`src/rtl/hsr_pkg.sv`:
```
// ----------------------------------------------------------------------------
// hsr_pkg
// Shared types, constants and knot tables of the heater setpoint regulator.
// ----------------------------------------------------------------------------
`default_nettype none

package hsr_pkg;

    localparam int CFG_IDX_W  = 2;
    localparam int CFG_DATA_W = 10;
    localparam int DUTY_W     = 10;
    localparam int DELTA_W    = 8;
    localparam int REQ_W      = 7;
    localparam int ADC_W      = 11;
    localparam int SEG_W      = 4;
    localparam int SHIFT_W    = 2;

    localparam logic CMD_SET  = 1'b0;
    localparam logic CMD_TICK = 1'b1;

    localparam logic [CFG_IDX_W-1:0] REG_COOL_THRESHOLD    = 2'd0;
    localparam logic [CFG_IDX_W-1:0] REG_DUTY_STEP         = 2'd1;
    localparam logic [CFG_IDX_W-1:0] REG_BELOW_RANGE_DELTA = 2'd2;
    localparam logic [CFG_IDX_W-1:0] REG_ABOVE_RANGE_DELTA = 2'd3;

    localparam logic [7:0] KNOT_FIRST = 8'd25;
    localparam logic [7:0] KNOT_LAST  = 8'd205;

    typedef struct packed {
        logic               take_set;
        logic               take_tick;
        logic               div_step;
        logic               div_last;
        logic [SHIFT_W-1:0] div_shift;
    } hsr_cmd_t;

    typedef struct packed {
        logic             hit;
        logic [SEG_W-1:0] idx;
    } hsr_knot_t;

    function automatic logic [7:0] knot_adc(input logic [SEG_W-1:0] idx);
        logic [7:0] v;
        case (idx)
            4'd0:    v = 8'd25;
            4'd1:    v = 8'd50;
            4'd2:    v = 8'd75;
            4'd3:    v = 8'd100;
            4'd4:    v = 8'd125;
            4'd5:    v = 8'd150;
            4'd6:    v = 8'd165;
            4'd7:    v = 8'd175;
            4'd8:    v = 8'd190;
            4'd9:    v = 8'd205;
            default: v = 8'd205;
        endcase
        return v;
    endfunction

    function automatic logic [8:0] knot_pwm(input logic [SEG_W-1:0] idx);
        logic [8:0] v;
        case (idx)
            4'd0:    v = 9'd20;
            4'd1:    v = 9'd50;
            4'd2:    v = 9'd95;
            4'd3:    v = 9'd135;
            4'd4:    v = 9'd180;
            4'd5:    v = 9'd245;
            4'd6:    v = 9'd265;
            4'd7:    v = 9'd295;
            4'd8:    v = 9'd350;
            4'd9:    v = 9'd400;
            default: v = 9'd400;
        endcase
        return v;
    endfunction

    function automatic logic [4:0] knot_span(input logic [SEG_W-1:0] idx);
        logic [4:0] v;
        case (idx)
            4'd0, 4'd1, 4'd2, 4'd3, 4'd4: v = 5'd25;
            4'd5:    v = 5'd15;
            4'd6:    v = 5'd10;
            4'd7:    v = 5'd15;
            4'd8:    v = 5'd15;
            default: v = 5'd15;
        endcase
        return v;
    endfunction

    function automatic hsr_knot_t req_knot(input logic [REQ_W-1:0] req);
        hsr_knot_t k;
        k.hit = 1'b1;
        case (req)
            7'd10:   k.idx = 4'd0;
            7'd20:   k.idx = 4'd1;
            7'd30:   k.idx = 4'd2;
            7'd40:   k.idx = 4'd3;
            7'd50:   k.idx = 4'd4;
            7'd60:   k.idx = 4'd5;
            7'd70:   k.idx = 4'd6;
            7'd80:   k.idx = 4'd7;
            7'd90:   k.idx = 4'd8;
            7'd100:  k.idx = 4'd9;
            default:
            begin
                k.hit = 1'b0;
                k.idx = 4'd0;
            end
        endcase
        return k;
    endfunction

endpackage

`default_nettype wire

```
`src/rtl/hsr_in_if.sv`:
```
// ----------------------------------------------------------------------------
// hsr_in_if
// Command channel: set request or measurement tick, valid/ready handshake.
// ----------------------------------------------------------------------------
`default_nettype none

interface hsr_in_if;
    logic              valid;
    logic              ready;
    logic              cmd;
    logic [6:0]        target_delta;
    logic signed [10:0] adc_diff;

    modport source (output valid, output cmd, output target_delta, output adc_diff,
                    input ready);
    modport sink   (input valid, input cmd, input target_delta, input adc_diff,
                    output ready);
endinterface

`default_nettype wire

```
`src/rtl/hsr_out_if.sv`:
```
// ----------------------------------------------------------------------------
// hsr_out_if
// Result channel: duty, fan state and measured delta, valid/ready handshake.
// ----------------------------------------------------------------------------
`default_nettype none

interface hsr_out_if;
    logic       valid;
    logic       ready;
    logic [9:0] pwm_duty;
    logic       fan_on;
    logic [7:0] measured_delta;

    modport source (output valid, output pwm_duty, output fan_on, output measured_delta,
                    input ready);
    modport sink   (input valid, input pwm_duty, input fan_on, input measured_delta,
                    output ready);
endinterface

`default_nettype wire

```
`src/rtl/heater_setpoint_regulator.sv`:
```
// ----------------------------------------------------------------------------
// heater_setpoint_regulator
// Heater setpoint regulator: set requests load the table setpoint, ticks
// choose the PWM duty and fan state and report the interpolated delta.
//
//   channel   modport          contents
//   cmd_ch    hsr_in_if.sink   cmd, target_delta, adc_diff
//   res_ch    hsr_out_if.source pwm_duty, fan_on, measured_delta
//   cfg       write port       cfg_we, cfg_index, cfg_data
//
// A set transaction gives no result.
// A tick transaction is taken, then runs four divider steps (one quotient
// bit each), then the result is held until taken.
// No new transaction is taken while a tick is in work or its result waits.
// Reset loads the register defaults and clears the setpoint and fan state.
// ----------------------------------------------------------------------------
`default_nettype none

module heater_setpoint_regulator (
    input  wire logic                           clk,
    input  wire logic                           rst_n,
    hsr_in_if.sink                              cmd_ch,
    hsr_out_if.source                           res_ch,
    input  wire logic                           cfg_we,
    input  wire logic [hsr_pkg::CFG_IDX_W-1:0]  cfg_index,
    input  wire logic [hsr_pkg::CFG_DATA_W-1:0] cfg_data
);
    import hsr_pkg::*;

    hsr_cmd_t ctl;

    hsr_ctrl u_ctrl (
        .clk       (clk),
        .rst_n     (rst_n),
        .in_valid  (cmd_ch.valid),
        .in_cmd    (cmd_ch.cmd),
        .in_ready  (cmd_ch.ready),
        .out_valid (res_ch.valid),
        .out_ready (res_ch.ready),
        .ctl       (ctl)
    );

    hsr_dpath u_dpath (
        .clk            (clk),
        .rst_n          (rst_n),
        .ctl            (ctl),
        .target_delta   (cmd_ch.target_delta),
        .adc_diff       (cmd_ch.adc_diff),
        .cfg_we         (cfg_we),
        .cfg_index      (cfg_index),
        .cfg_data       (cfg_data),
        .pwm_duty       (res_ch.pwm_duty),
        .fan_on         (res_ch.fan_on),
        .measured_delta (res_ch.measured_delta)
    );

endmodule

`default_nettype wire

```
`src/rtl/hsr_ctrl.sv`:
```
// ----------------------------------------------------------------------------
// hsr_ctrl
// Controller: input/output handshake and sequencing of the divider steps.
// ----------------------------------------------------------------------------
`default_nettype none

module hsr_ctrl (
    input  wire logic              clk,
    input  wire logic              rst_n,
    input  wire logic              in_valid,
    input  wire logic              in_cmd,
    output logic                   in_ready,
    output logic                   out_valid,
    input  wire logic              out_ready,
    output hsr_pkg::hsr_cmd_t      ctl
);
    import hsr_pkg::*;

    localparam logic [1:0] S_IDLE = 2'd0;
    localparam logic [1:0] S_DIV  = 2'd1;
    localparam logic [1:0] S_OUT  = 2'd2;

    logic [1:0]         state_reg;
    logic [1:0]         state_next;
    logic [SHIFT_W-1:0] cnt_reg;
    logic [SHIFT_W-1:0] cnt_next;
    logic               take;

    assign in_ready  = (state_reg == S_IDLE);
    assign out_valid = (state_reg == S_OUT);
    assign take      = in_valid && in_ready;

    always_comb
    begin
        ctl.take_set  = take && (in_cmd == CMD_SET);
        ctl.take_tick = take && (in_cmd == CMD_TICK);
        ctl.div_step  = (state_reg == S_DIV);
        ctl.div_last  = (state_reg == S_DIV) && (cnt_reg == '0);
        ctl.div_shift = cnt_reg;
    end

    always_comb
    begin
        state_next = state_reg;
        cnt_next   = cnt_reg;
        case (state_reg)
            S_IDLE:
            begin
                if (take && (in_cmd == CMD_TICK))
                begin
                    state_next = S_DIV;
                    cnt_next   = '1;
                end
            end
            S_DIV:
            begin
                if (cnt_reg == '0)
                begin
                    state_next = S_OUT;
                end
                else
                begin
                    cnt_next = cnt_reg - 1'b1;
                end
            end
            S_OUT:
            begin
                if (out_ready)
                begin
                    state_next = S_IDLE;
                end
            end
            default:
            begin
                state_next = S_IDLE;
            end
        endcase
    end

    always_ff @(posedge clk or negedge rst_n)
    begin
        if (!rst_n)
        begin
            state_reg <= S_IDLE;
            cnt_reg   <= '0;
        end
        else
        begin
            state_reg <= state_next;
            cnt_reg   <= cnt_next;
        end
    end

    a_ready_excl: assert property (@(posedge clk) disable iff (!rst_n)
        !(in_ready && out_valid))
        else $error("input and output sides open together");

    a_tick_busy: assert property (@(posedge clk) disable iff (!rst_n)
        ctl.take_tick |=> (!in_ready && ctl.div_step && (ctl.div_shift == '1)))
        else $error("tick transaction did not start the divider");

    a_out_hold: assert property (@(posedge clk) disable iff (!rst_n)
        (out_valid && !out_ready) |=> out_valid)
        else $error("result dropped before transaction");

endmodule

`default_nettype wire

```
`src/rtl/hsr_dpath.sv`:
```
// ----------------------------------------------------------------------------
// hsr_dpath
// Datapath: settings, setpoint state, duty and fan choice, serial divider.
// ----------------------------------------------------------------------------
`default_nettype none

module hsr_dpath (
    input  wire logic                          clk,
    input  wire logic                          rst_n,
    input  wire hsr_pkg::hsr_cmd_t             ctl,
    input  wire logic [hsr_pkg::REQ_W-1:0]     target_delta,
    input  wire logic signed [hsr_pkg::ADC_W-1:0] adc_diff,
    input  wire logic                          cfg_we,
    input  wire logic [hsr_pkg::CFG_IDX_W-1:0] cfg_index,
    input  wire logic [hsr_pkg::CFG_DATA_W-1:0] cfg_data,
    output logic [hsr_pkg::DUTY_W-1:0]         pwm_duty,
    output logic                               fan_on,
    output logic [hsr_pkg::DELTA_W-1:0]        measured_delta
);
    import hsr_pkg::*;

    logic [7:0]       cool_thr_reg;
    logic [9:0]       duty_step_reg;
    logic [7:0]       below_delta_reg;
    logic [7:0]       above_delta_reg;

    logic [7:0]       target_adc_reg;
    logic [8:0]       base_pwm_reg;
    logic             cooling_reg;
    logic [REQ_W-1:0] last_req_reg;
    logic             fan_reg;
    logic             fan_next;

    logic [DUTY_W-1:0]  duty_reg;
    logic [DUTY_W-1:0]  duty_next;
    logic [SEG_W-1:0]   seg_reg;
    logic [SEG_W-1:0]   seg_next;
    logic [7:0]         num_reg;
    logic [7:0]         num_next;
    logic [7:0]         num_div;
    logic [4:0]         span_reg;
    logic [3:0]         quo_reg;
    logic [3:0]         quo_next;
    logic               below_reg;
    logic               above_reg;
    logic               off_reg;
    logic [DELTA_W-1:0] meas_reg;
    logic [DELTA_W-1:0] meas_next;

    hsr_knot_t          knot;
    logic signed [11:0] x12;
    logic signed [11:0] tgt12;
    logic signed [11:0] cool_lim;
    logic signed [11:0] off12;
    logic [4:0]         off5;
    logic [8:0]         stepped;
    logic [7:0]         trial;
    logic [7:0]         base10;

    assign knot  = req_knot(target_delta);
    assign x12   = {adc_diff[ADC_W-1], adc_diff};
    assign tgt12 = $signed({4'b0, target_adc_reg});
    assign cool_lim = tgt12 - $signed({4'b0, cool_thr_reg});

    always_comb
    begin
        seg_next = '0;
        for (int i = 1; i < 9; i++)
        begin
            if (x12 >= $signed({4'b0, knot_adc(SEG_W'(i))}))
            begin
                seg_next = seg_next + 1'b1;
            end
        end
    end

    assign off12    = x12 - $signed({4'b0, knot_adc(seg_next)});
    assign off5     = off12[4:0];
    assign num_next = 8'({3'b0, off5} << 3) + 8'({3'b0, off5} << 1);

    always_comb
    begin
        if (x12 > tgt12)
        begin
            stepped = ({1'b0, base_pwm_reg} > duty_step_reg)
                      ? 9'({1'b0, base_pwm_reg} - duty_step_reg) : 9'd0;
        end
        else
        begin
            stepped = base_pwm_reg;
        end
    end

    always_comb
    begin
        fan_next  = fan_reg;
        duty_next = {1'b0, stepped};
        if (base_pwm_reg == '0)
        begin
            duty_next = '0;
        end
        else if (cooling_reg)
        begin
            if (x12 > cool_lim)
            begin
                fan_next  = 1'b1;
                duty_next = DUTY_W'(1);
            end
            else
            begin
                fan_next = 1'b0;
            end
        end
    end

    assign trial = 8'({3'b0, span_reg} << ctl.div_shift);

    always_comb
    begin
        num_div  = num_reg;
        quo_next = quo_reg;
        if (num_reg >= trial)
        begin
            num_div = num_reg - trial;
            quo_next[ctl.div_shift] = 1'b1;
        end
    end

    assign base10 = 8'({4'b0, seg_reg} << 3) + 8'({4'b0, seg_reg} << 1) + 8'd10;

    always_comb
    begin
        if (off_reg)
        begin
            meas_next = '0;
        end
        else if (below_reg)
        begin
            meas_next = below_delta_reg;
        end
        else if (above_reg)
        begin
            meas_next = above_delta_reg;
        end
        else
        begin
            meas_next = base10 + {4'b0, quo_next};
        end
    end

    always_ff @(posedge clk or negedge rst_n)
    begin
        if (!rst_n)
        begin
            cool_thr_reg    <= 8'd10;
            duty_step_reg   <= 10'd10;
            below_delta_reg <= 8'd0;
            above_delta_reg <= 8'd255;
            target_adc_reg  <= '0;
            base_pwm_reg    <= '0;
            cooling_reg     <= 1'b0;
            last_req_reg    <= '0;
            fan_reg         <= 1'b0;
        end
        else
        begin
            if (cfg_we)
            begin
                case (cfg_index)
                    REG_COOL_THRESHOLD:    cool_thr_reg    <= cfg_data[7:0];
                    REG_DUTY_STEP:         duty_step_reg   <= cfg_data;
                    REG_BELOW_RANGE_DELTA: below_delta_reg <= cfg_data[7:0];
                    REG_ABOVE_RANGE_DELTA: above_delta_reg <= cfg_data[7:0];
                    default: ;
                endcase
            end
            if (ctl.take_set)
            begin
                if (target_delta == '0)
                begin
                    base_pwm_reg   <= '0;
                    target_adc_reg <= '0;
                end
                else if (target_delta != last_req_reg)
                begin
                    cooling_reg  <= !(target_delta > last_req_reg);
                    last_req_reg <= target_delta;
                    if (knot.hit)
                    begin
                        target_adc_reg <= knot_adc(knot.idx);
                        base_pwm_reg   <= knot_pwm(knot.idx);
                    end
                end
            end
            if (ctl.take_tick)
            begin
                fan_reg <= fan_next;
            end
        end
    end

    always_ff @(posedge clk)
    begin
        if (ctl.take_tick)
        begin
            duty_reg  <= duty_next;
            seg_reg   <= seg_next;
            num_reg   <= num_next;
            span_reg  <= knot_span(seg_next);
            quo_reg   <= '0;
            below_reg <= (x12 < $signed({4'b0, KNOT_FIRST}));
            above_reg <= (x12 > $signed({4'b0, KNOT_LAST}));
            off_reg   <= (base_pwm_reg == '0);
        end
        else if (ctl.div_step)
        begin
            num_reg <= num_div;
            quo_reg <= quo_next;
            if (ctl.div_last)
            begin
                meas_reg <= meas_next;
            end
        end
    end

    assign pwm_duty       = duty_reg;
    assign fan_on         = fan_reg;
    assign measured_delta = meas_reg;

    a_meas_range: assert property (@(posedge clk) disable iff (!rst_n)
        (ctl.div_last && !off_reg && !below_reg && !above_reg) |=> (meas_reg <= 8'd100))
        else $error("interpolated delta out of table range");

endmodule

`default_nettype wire

```
`src/flat_wrapper.sv`:
```
// flat-port wrapper written by rule: the top's interface ports become plain ports
module heater_setpoint_regulator_flat import hsr_pkg::*;
  (clk, rst_n, cfg_we, cfg_index, cfg_data, cmd_ch_valid, cmd_ch_cmd, cmd_ch_target_delta, cmd_ch_adc_diff, cmd_ch_ready, res_ch_valid, res_ch_pwm_duty, res_ch_fan_on, res_ch_measured_delta, res_ch_ready);
  hsr_in_if cmd_ch_i ();
  hsr_out_if res_ch_i ();
  input  wire logic clk;
  input  wire logic rst_n;
  input  wire logic cfg_we;
  input  wire logic [hsr_pkg::CFG_IDX_W-1:0] cfg_index;
  input  wire logic [hsr_pkg::CFG_DATA_W-1:0] cfg_data;
  input wire logic [$bits(cmd_ch_i.valid)-1:0] cmd_ch_valid;
  input wire logic [$bits(cmd_ch_i.cmd)-1:0] cmd_ch_cmd;
  input wire logic [$bits(cmd_ch_i.target_delta)-1:0] cmd_ch_target_delta;
  input wire logic [$bits(cmd_ch_i.adc_diff)-1:0] cmd_ch_adc_diff;
  output wire logic [$bits(cmd_ch_i.ready)-1:0] cmd_ch_ready;
  output wire logic [$bits(res_ch_i.valid)-1:0] res_ch_valid;
  output wire logic [$bits(res_ch_i.pwm_duty)-1:0] res_ch_pwm_duty;
  output wire logic [$bits(res_ch_i.fan_on)-1:0] res_ch_fan_on;
  output wire logic [$bits(res_ch_i.measured_delta)-1:0] res_ch_measured_delta;
  input wire logic [$bits(res_ch_i.ready)-1:0] res_ch_ready;
  assign cmd_ch_i.valid = cmd_ch_valid;
  assign cmd_ch_i.cmd = cmd_ch_cmd;
  assign cmd_ch_i.target_delta = cmd_ch_target_delta;
  assign cmd_ch_i.adc_diff = cmd_ch_adc_diff;
  assign cmd_ch_ready = cmd_ch_i.ready;
  assign res_ch_valid = res_ch_i.valid;
  assign res_ch_pwm_duty = res_ch_i.pwm_duty;
  assign res_ch_fan_on = res_ch_i.fan_on;
  assign res_ch_measured_delta = res_ch_i.measured_delta;
  assign res_ch_i.ready = res_ch_ready;
  heater_setpoint_regulator u_core (.clk(clk), .rst_n(rst_n), .cmd_ch(cmd_ch_i), .res_ch(res_ch_i), .cfg_we(cfg_we), .cfg_index(cfg_index), .cfg_data(cfg_data));
endmodule
```
`config.mk`:
```
export PLATFORM = sky130hd
export DESIGN_NAME = heater_setpoint_regulator_flat
export DESIGN_NICKNAME = d
export VERILOG_FILES = /design/src/rtl/hsr_pkg.sv /design/src/rtl/hsr_in_if.sv /design/src/rtl/hsr_out_if.sv /design/src/rtl/heater_setpoint_regulator.sv /design/src/rtl/hsr_ctrl.sv /design/src/rtl/hsr_dpath.sv /design/src/flat_wrapper.sv
export SDC_FILE = /design/constraint.sdc
export NUM_CORES = 1
export LEC_CHECK = 0
export ABC_CLOCK_PERIOD_IN_PS = 6950
export BUFFER_PORTS_ARGS = -buffer_cell sky130_fd_sc_hd__buf_2
export CAP_MARGIN = 20
export CELL_PAD_IN_SITES_DETAIL_PLACEMENT = 1
export CELL_PAD_IN_SITES_GLOBAL_PLACEMENT = 1
export CORE_MARGIN = 2
export CORE_UTILIZATION = 25
export CTS_CLUSTER_SIZE = 28
export DETAILED_ROUTE_END_ITERATION = 12
export PLACE_DENSITY_LB_ADDON = 0.1
export RECOVER_POWER = 50
export SLEW_MARGIN = 20
export SYNTH_ARGS = -nofsm -noshare
export SYNTH_HDL_FRONTEND = slang
export SYNTH_SLANG_ARGS = --single-unit
```
`constraint.sdc`:
```
create_clock -name clk -period 6.95 [get_ports clk]
set_input_delay 0.3475 -clock clk [delete_from_list [all_inputs] [get_ports clk]]
set_output_delay 0.3475 -clock clk [all_outputs]
set_load 0.005 [all_outputs]
```
==> results of run 1 <==
cells by family (layout without fill, tap and decap cells):
logic type	count (synthesis)	count (layout)	synth area share [%]
buf+inv	114	189	5.805
compound gates	205	205	17.01
other cells	1	1	0.04833
xor+xnor	40	40	4.821
mux	41	41	5.853
simple gates	231	231	14.35
flops	104	104	35.79
fa+ha+maj	97	97	16.32
cell usage in the layout, fill, tap and decap left out, types with 7 or more instances in the layout:
| master | count |
|---|---|
| nor2b_1 | 16 |
| buf_2 | 45 |
| inv_1 | 81 |
| a22oi_1 | 9 |
| mux2_2 | 29 |
| nand4_1 | 8 |
| o21a_1 | 15 |
| mux2i_1 | 8 |
| dfstp_2 | 12 |
| nor2_1 | 80 |
| a21oi_1 | 58 |
| xor2_1 | 18 |
| buf_4 | 34 |
| dfrtp_1 | 52 |
| xnor2_1 | 19 |
| nand2b_1 | 15 |
| nand3_1 | 11 |
| clkbuf_1 | 13 |
| clkbuf_16 | 9 |
| edfxtp_1 | 36 |
| nand2_1 | 61 |
| a21o_1 | 20 |
| nor3_1 | 7 |
| ha_1 | 86 |
| o21ai_0 | 48 |
worst max-delay path, delay by kind of cell:
| family | cells | cell delay, ns |
|---|---|---|
| compound gates | 9 | 1.43 |
| xor+xnor | 5 | 0.86 |
| fa+ha+maj | 10 | 2.56 |
| buf+inv | 3 | 0.27 |
| mux | 3 | 0.75 |
| simple gates | 6 | 0.45 |
timing repair:
item | in CTS | in global routing
setup buffers | 0 | 0
gates resized for setup | 0 | 3
setup endpoints to repair | 0 | 2
metal layers:
layer / up-vias / global-route usage (%) / wire length, um
met5: - / 0 / 0
met4: 0 / 3.097 / 190
met3: 8 / 2.082 / 593
met2: 75 / 19.95 / 8941
met1: 2947 / 19.92 / 11220
li1: 3049 / - / -
where the power goes:
part / switching [mW] / internal [mW] / leakage (nW)
logic: 1.05 / 0.912 / 2.77
clock network: 0.256 / 0.287 / 0.151
registers: 0.106 / 0.845 / 1.14
total: 1.41 / 2.04 / 4.06
worst paths after layout:
kind,cells after the start,slack (ns),to
setup / recovery,36,0.36,u_core.u_dpath.num_reg[7]
hold / removal,2,0.22,u_core.u_dpath.duty_step_reg[8]
setup reg to reg,23,1.79,u_core.u_dpath.measured_delta[6]
hold reg to reg,1,0.49,u_core.u_dpath.quo_reg[0]
max in group asynchronous,2,3.53,u_core.u_ctrl.state_reg[1]
min in group asynchronous,2,1.34,u_core.u_dpath.duty_step_reg[4]
through the flow:
| stage | instance area (sq um) | power [mW] | hold slack (ns) | worst slack (ns) |
|---|---|---|---|---|
| finish | 9024 | 3.459 | 0.2173 | 0.3614 |
| global route | 9024 | 3.833 | 0.2000 | 0.02666 |
| CTS | 9029 | 3.524 | 0.1909 | 0.2441 |
| detailed placement | 8721 | 2.949 | 0.4735 | -0.1267 |
| global placement | 8721 | 2.948 | 0.4699 | -0.06070 |
| floorplan | 7833 | 2.350 | 0.05191 | 0.02309 |
layout make-up:
type                            instances  share of cell area, %
Clock buffer                           10                  2.537
Clock inverter                          6                 0.8735
Inverter                               82                  3.411
Multi-Input combinational cell        615                  51.08
Sequential cell                       104                  30.78
Tap cell                              396                  5.491
Timing Repair Buffer                   91                  5.824
==> flow_summary.json, run 1 <==
{
  "status": "complete, but fails checks",
  "violations": "max-capacitance violations, max-slew violations",
  "yosys-top-cells-count": "90 x ha_1, 82 x inv_1, 80 x nor2_1",
  "final.period_utilization_pct": 94.80,
  "starting_density_pct": 25.37,
  "synth_top_cell_area_share_pct": 16.77,
  "relSlewSlack_pct": -144.8,
  "asyncSetResetFlopFracSynth_pct": 61.54,
  "die_width_um": 180.2,
  "design.portCount": 57,
  "worstMarginPinSlew_ns": 3.672,
  "largest_register_ffs": 10,
  "rsz0062_at_grt": "no",
  "antennaDiodeCount": 0,
  "synth-seq-cells": 104,
  "initialDrtViolationCount": 196,
  "synth_top_cell_by_area": "dfrtp_1",
  "fmaxAchievable_mhz": 151.8,
  "grt_usage_pct": 13.30,
  "layout.cells.non_filler": 1304,
  "hold_viol_final": 0,
  "regArea_sq_um": 2778,
  "timing.clock.skew_ns": 0.01370,
  "fin_tns_setup_ns": 0,
  "critPathArrivalTime_ns": 6.69,
  "synthesis.area_per_instance_sq_um": 9.316,
  "timing_max_transition_violations_final": 65,
  "antenna_nets_post_route": 0,
  "synthesis.yosys.warnings": 0,
  "max-cap-violations": 1,
  "required_ns": 7.05,
  "floorplan.rows": 64,
  "hold_path.class": "input pin to flop",
  "floorplan.core_area_sq_um": 30590,
  "finalSetupViolCount": 0,
  "area_added_between_synthesis_and_finish_pct": 16.29,
  "synth-main-ff-cell": "dfrtp_1",
  "syn-instance-count": 833,
  "die_ar_sq_um": 32460,
  "route.detailed.vias_per_inst": 4.662,
  "postLayoutCoreUtil_pct": 29.50,
  "netlist-cell-type-count": 71,
  "synth.cell_area_sq_um": 7760,
  "ir_drop_uv": 125.9,
  "drcViolationCount": 0,
  "critical_path.reg2reg.startpoint": "u_core.u_ctrl.cnt_reg[1]",
  "slowest_stage": "a221o_1",
  "clock_path_buffers": 2,
  "nNetsFinal": 1036,
  "critical_path.max_fanout": 4,
  "layout_min_cycle_time_ns": 6.589,
  "first_pass_grt_wire_length_um": 34760,
  "post_route_cells_drive_above_1_share_pct": 17.84,
  "die_height_um": 180.2,
  "root_buffer_cell": "clkbuf_16",
  "multiInputGateArea_sq_um": 4609,
  "route.vias.total": 6079,
  "holdCritStartpoint": "cfg_data[8]",
  "1st_pass_router_iterations": 4,
  "critical_path.startpoint_type": "input pin",
  "clock_latency_ns": 0.37,
  "synth_sequential_area_ratio_pct": 35.79,
  "antenna_found_initial": 0,
  "dp_hpwl_um": 16440,
  "post_drt_wl_per_cell_um": 16.06,
  "remaining_overflow_grt": 0,
  "number_of_buffers_inserted_during_clock_tree_synthesis": 9,
  "port_buffers": 55,
  "via_count_of_the_first_global_routing_pass": 6250,
  "tritoncts": "built",
  "synth.most_common_cell": "ha_1",
  "maximum_level_of_the_cts_h_tree": 3,
  "synth.area.top_cells": "dfrtp_1 17%, ha_1 15%, edfxtp_1 14%",
  "synth-edff-count": 36,
  "critPathCaptureType": "flop",
  "crit_type": "input pin to flop",
  "grt_start_max_net_pins": 65,
  "crit_path_frequent_cell": "ha_1",
  "fillerInstances": 3561,
  "power.leakage_nw": 4.064,
  "detail_route.wirelength_um": 20950,
  "power.density_cell_area_nw_per_um2": 383.3,
  "postSynthNetCount": 966,
  "setup.worst_path.start": "cmd_ch_adc_diff[1]",
  "cp_slowest_stage_delay_ns": 0.37,
  "cts_hold_buffers": 0,
  "cts_sinks": 104,
  "clk_pin_slew_worst_setup_hold_paths_ns": 0.08,
  "post-place-cells": 1288,
  "place.gp.congestion": 0.7296
}
Power figures use the tool's default switching activity.
==> run 2: changes to the inputs <==
==> constraint.sdc (replaced) <==
create_clock -name clk -period 6.95 [get_ports clk]
set_input_delay 1.7375 -clock clk [delete_from_list [all_inputs] [get_ports clk]]
set_output_delay 1.7375 -clock clk [all_outputs]
set_load 0.005 [all_outputs]
==> run 2 against run 1 <==
Against the previous run:
- the flow finishes with violations (max-capacitance violations, max-slew violations, negative setup slack)
- register-to-register slack hardly changed
- total power is 5.6% higher
- setup slack worse by 1.1 ns
- non-clock buffer count is 37 higher
- clock skew is 0.0038 ns higher
- clock power is 5.7% lower
- sequential share of layout area is 1.4 points lower
- final cell count is 2.8% higher
- utilization is 1.4 points higher
- critical path depth is 2 lower
- largest cell class unchanged
==> flow_summary.json, run 2 (synthesized netlist as in run 1, its figures left out) <==
{
  "largest_register_ffs": 10,
  "finalSetupViolCount": 4,
  "cp_slowest_stage_delay_ns": 0.38,
  "ir_drop_uv": 161.5,
  "critical_path.reg2reg.startpoint": "u_core.u_ctrl.cnt_reg[1]",
  "die_width_um": 180.2,
  "place.gp.congestion": 0.7109,
  "holdCritStartpoint": "u_core.u_dpath.quo_reg[0]",
  "timing.clock.skew_ns": 0.01750,
  "dpl_cell_area_sq_um": 8976,
  "antenna_found_initial": 0,
  "antenna_nets_post_route": 0,
  "max-cap-violations": 1,
  "floorplan.core_area_sq_um": 30590,
  "remaining_overflow_grt": 0,
  "hold_path.class": "flop to flop",
  "nNetsFinal": 1073,
  "route.detailed.vias_per_inst": 4.579,
  "status": "complete, but fails checks",
  "starting_density_pct": 25.37,
  "slowest_stage": "ha_2",
  "final.period_utilization_pct": 110.0,
  "final_area_sq_um": 9464,
  "power.density_cell_area_nw_per_um2": 385.8,
  "design.portCount": 57,
  "clk_pin_slew_worst_setup_hold_paths_ns": 0.08,
  "grt_start_max_net_pins": 65,
  "first_pass_grt_wire_length_um": 34610,
  "violations": "max-capacitance violations, max-slew violations, negative setup slack",
  "commonest_non_fill_non_tap_cell_in_the_layout": "ha_1",
  "grt_usage_pct": 13.17,
  "path_buf_inv": 3,
  "post_drt_wl_per_cell_um": 15.72,
  "number_of_buffers_inserted_during_clock_tree_synthesis": 9,
  "setup_slack_ns": -0.6920,
  "critical_path.top_delay_family": "adder cells",
  "clock_path_buffers": 2,
  "critPathArrivalTime_ns": 7.74,
  "worstMarginPinSlew_ns": 3.665,
  "antennaDiodeCount": 0,
  "critical_path.max_fanout": 3,
  "cts_hold_buffers": 0,
  "tritoncts": "built",
  "1st_pass_router_iterations": 4,
  "clock_latency_ns": 0.36,
  "post_route_cells_drive_above_1_share_pct": 23.92,
  "cts_sinks": 104,
  "maximum_level_of_the_cts_h_tree": 3,
  "fin_tns_setup_ns": -2.135,
  "initialDrtViolationCount": 195,
  "rsz0062_at_grt": "yes",
  "area_added_between_synthesis_and_finish_pct": 21.96,
  "floorplan.rows": 64,
  "via_count_of_the_first_global_routing_pass": 6393,
  "drcViolationCount": 0,
  "fmaxAchievable_mhz": 130.9,
  "detail_route.wirelength_um": 21090,
  "power.leakage_nw": 4.291,
  "layout_min_cycle_time_ns": 7.642,
  "timing_max_transition_violations_final": 65,
  "route.vias.total": 6141,
  "hold_viol_final": 0,
  "die_ar_sq_um": 32460,
  "crit_path_frequent_cell": "ha_4",
  "layout.cells.most_common_list": "81 x ha_1, 80 x inv_1, 78 x nor2_1, 70 x buf_4, 58 x nand2_1",
  "crit_type": "input pin to flop",
  "setup.worst_path.start": "cmd_ch_adc_diff[1]",
  "relSlewSlack_pct": -144.3,
  "dp_hpwl_um": 16480,
  "critical_path.startpoint_type": "input pin",
  "critPathCaptureType": "flop",
  "die_height_um": 180.2,
  "port_buffers": 55,
  "required_ns": 7.04,
  "root_buffer_cell": "clkbuf_16"
}
[run 2: cell count changes in the layout (fill, tap and decap cells not counted), sizes merged]
| cell | previous run | this run |
|---|---|---|
| buf | 79 | 123 |
| clkinvlp | 0 | 1 |
| inv | 84 | 86 |
| clkbuf | 22 | 14 |
| bufinv | 1 | 0 |
| clkinv | 3 | 2 |
[run 2: worst paths after layout]
kind	endpoint	slack (ns)	cells after the start
min in group asynchronous	u_core.u_dpath.duty_step_reg[5]	2.72	2
max	u_core.u_dpath.num_reg[7]	-0.69	34
min reg2reg	u_core.u_dpath.quo_reg[0]	0.49	1
min	u_core.u_dpath.quo_reg[0]	0.49	1
max in group asynchronous	u_core.u_dpath.target_adc_reg[3]	2.16	2
max reg2reg	u_core.u_dpath.measured_delta[6]	1.79	23
[run 2: layout make-up]
cell class	count	area [sq um]
clock buffers	9	225.2
clock inverters	7	65.06
fillers	3560	21130
inverters	82	307.8
multi-input cells	615	4761
flip-flops and latches	104	2778
well taps	396	495.5
repair buffers	128	832.0
[run 2: repair_timing]
action                     CTS  global route
setup buffers                5             4
pin swaps                   15            11
gates resized for setup     13            19
setup endpoints to repair    5             5
[run 2: power breakdown]
group / internal (mW) / total [mW] / switching, mW
registers: 0.845 / 0.950 / 0.104
clock network: 0.252 / 0.512 / 0.260
logic: 1.08 / 2.19 / 1.11
[run 2: metrics by stage]
step	power (mW)	util (%)	std cells	hold slack [ns]	setup WS, ns
after floorplan	2.374	-	833	0.4509	-1.217
after global placement	3.033	29.34	1317	0.4675	-1.291
after detailed placement	3.035	29.34	1317	0.4748	-1.344
after CTS	3.621	30.58	1337	0.4969	-0.7281
after global routing	4.038	30.94	1341	0.5130	-0.9947
final	3.652	30.94	1341	0.4949	-0.6920
[run 2: routing by layer]
metal | vias to the layer above | GRT usage [%] | wire, um
met5 | - | 0 | 0
met4 | 0 | 2.903 | 159
met3 | 9 | 1.516 | 536
met2 | 61 | 20.00 | 9117
met1 | 2942 | 19.93 | 11270
li1 | 3129 | - | -
[run 2: worst register-to-register path: stages (launching register included)]
cell	delay, ns
dfrtp_1	0.61
mux2i_1	0.29
nor2_1	0.06
a31oi_1	0.23
ha_1	0.32
a21oi_1	0.16
o21bai_1	0.11
a21o_1	0.19
a21o_1	0.19
o21a_1	0.18
o21ai_0	0.16
nand2b_1	0.20
a21o_1	0.25
ha_1	0.21
fa_1	0.42
ha_1	0.29
a21o_1	0.18
a21oi_1	0.17
xor2_1	0.22
nor2_1	0.06
a21oi_1	0.17
nor2_1	0.06
a21oi_1	0.14
nor2_1	0.05
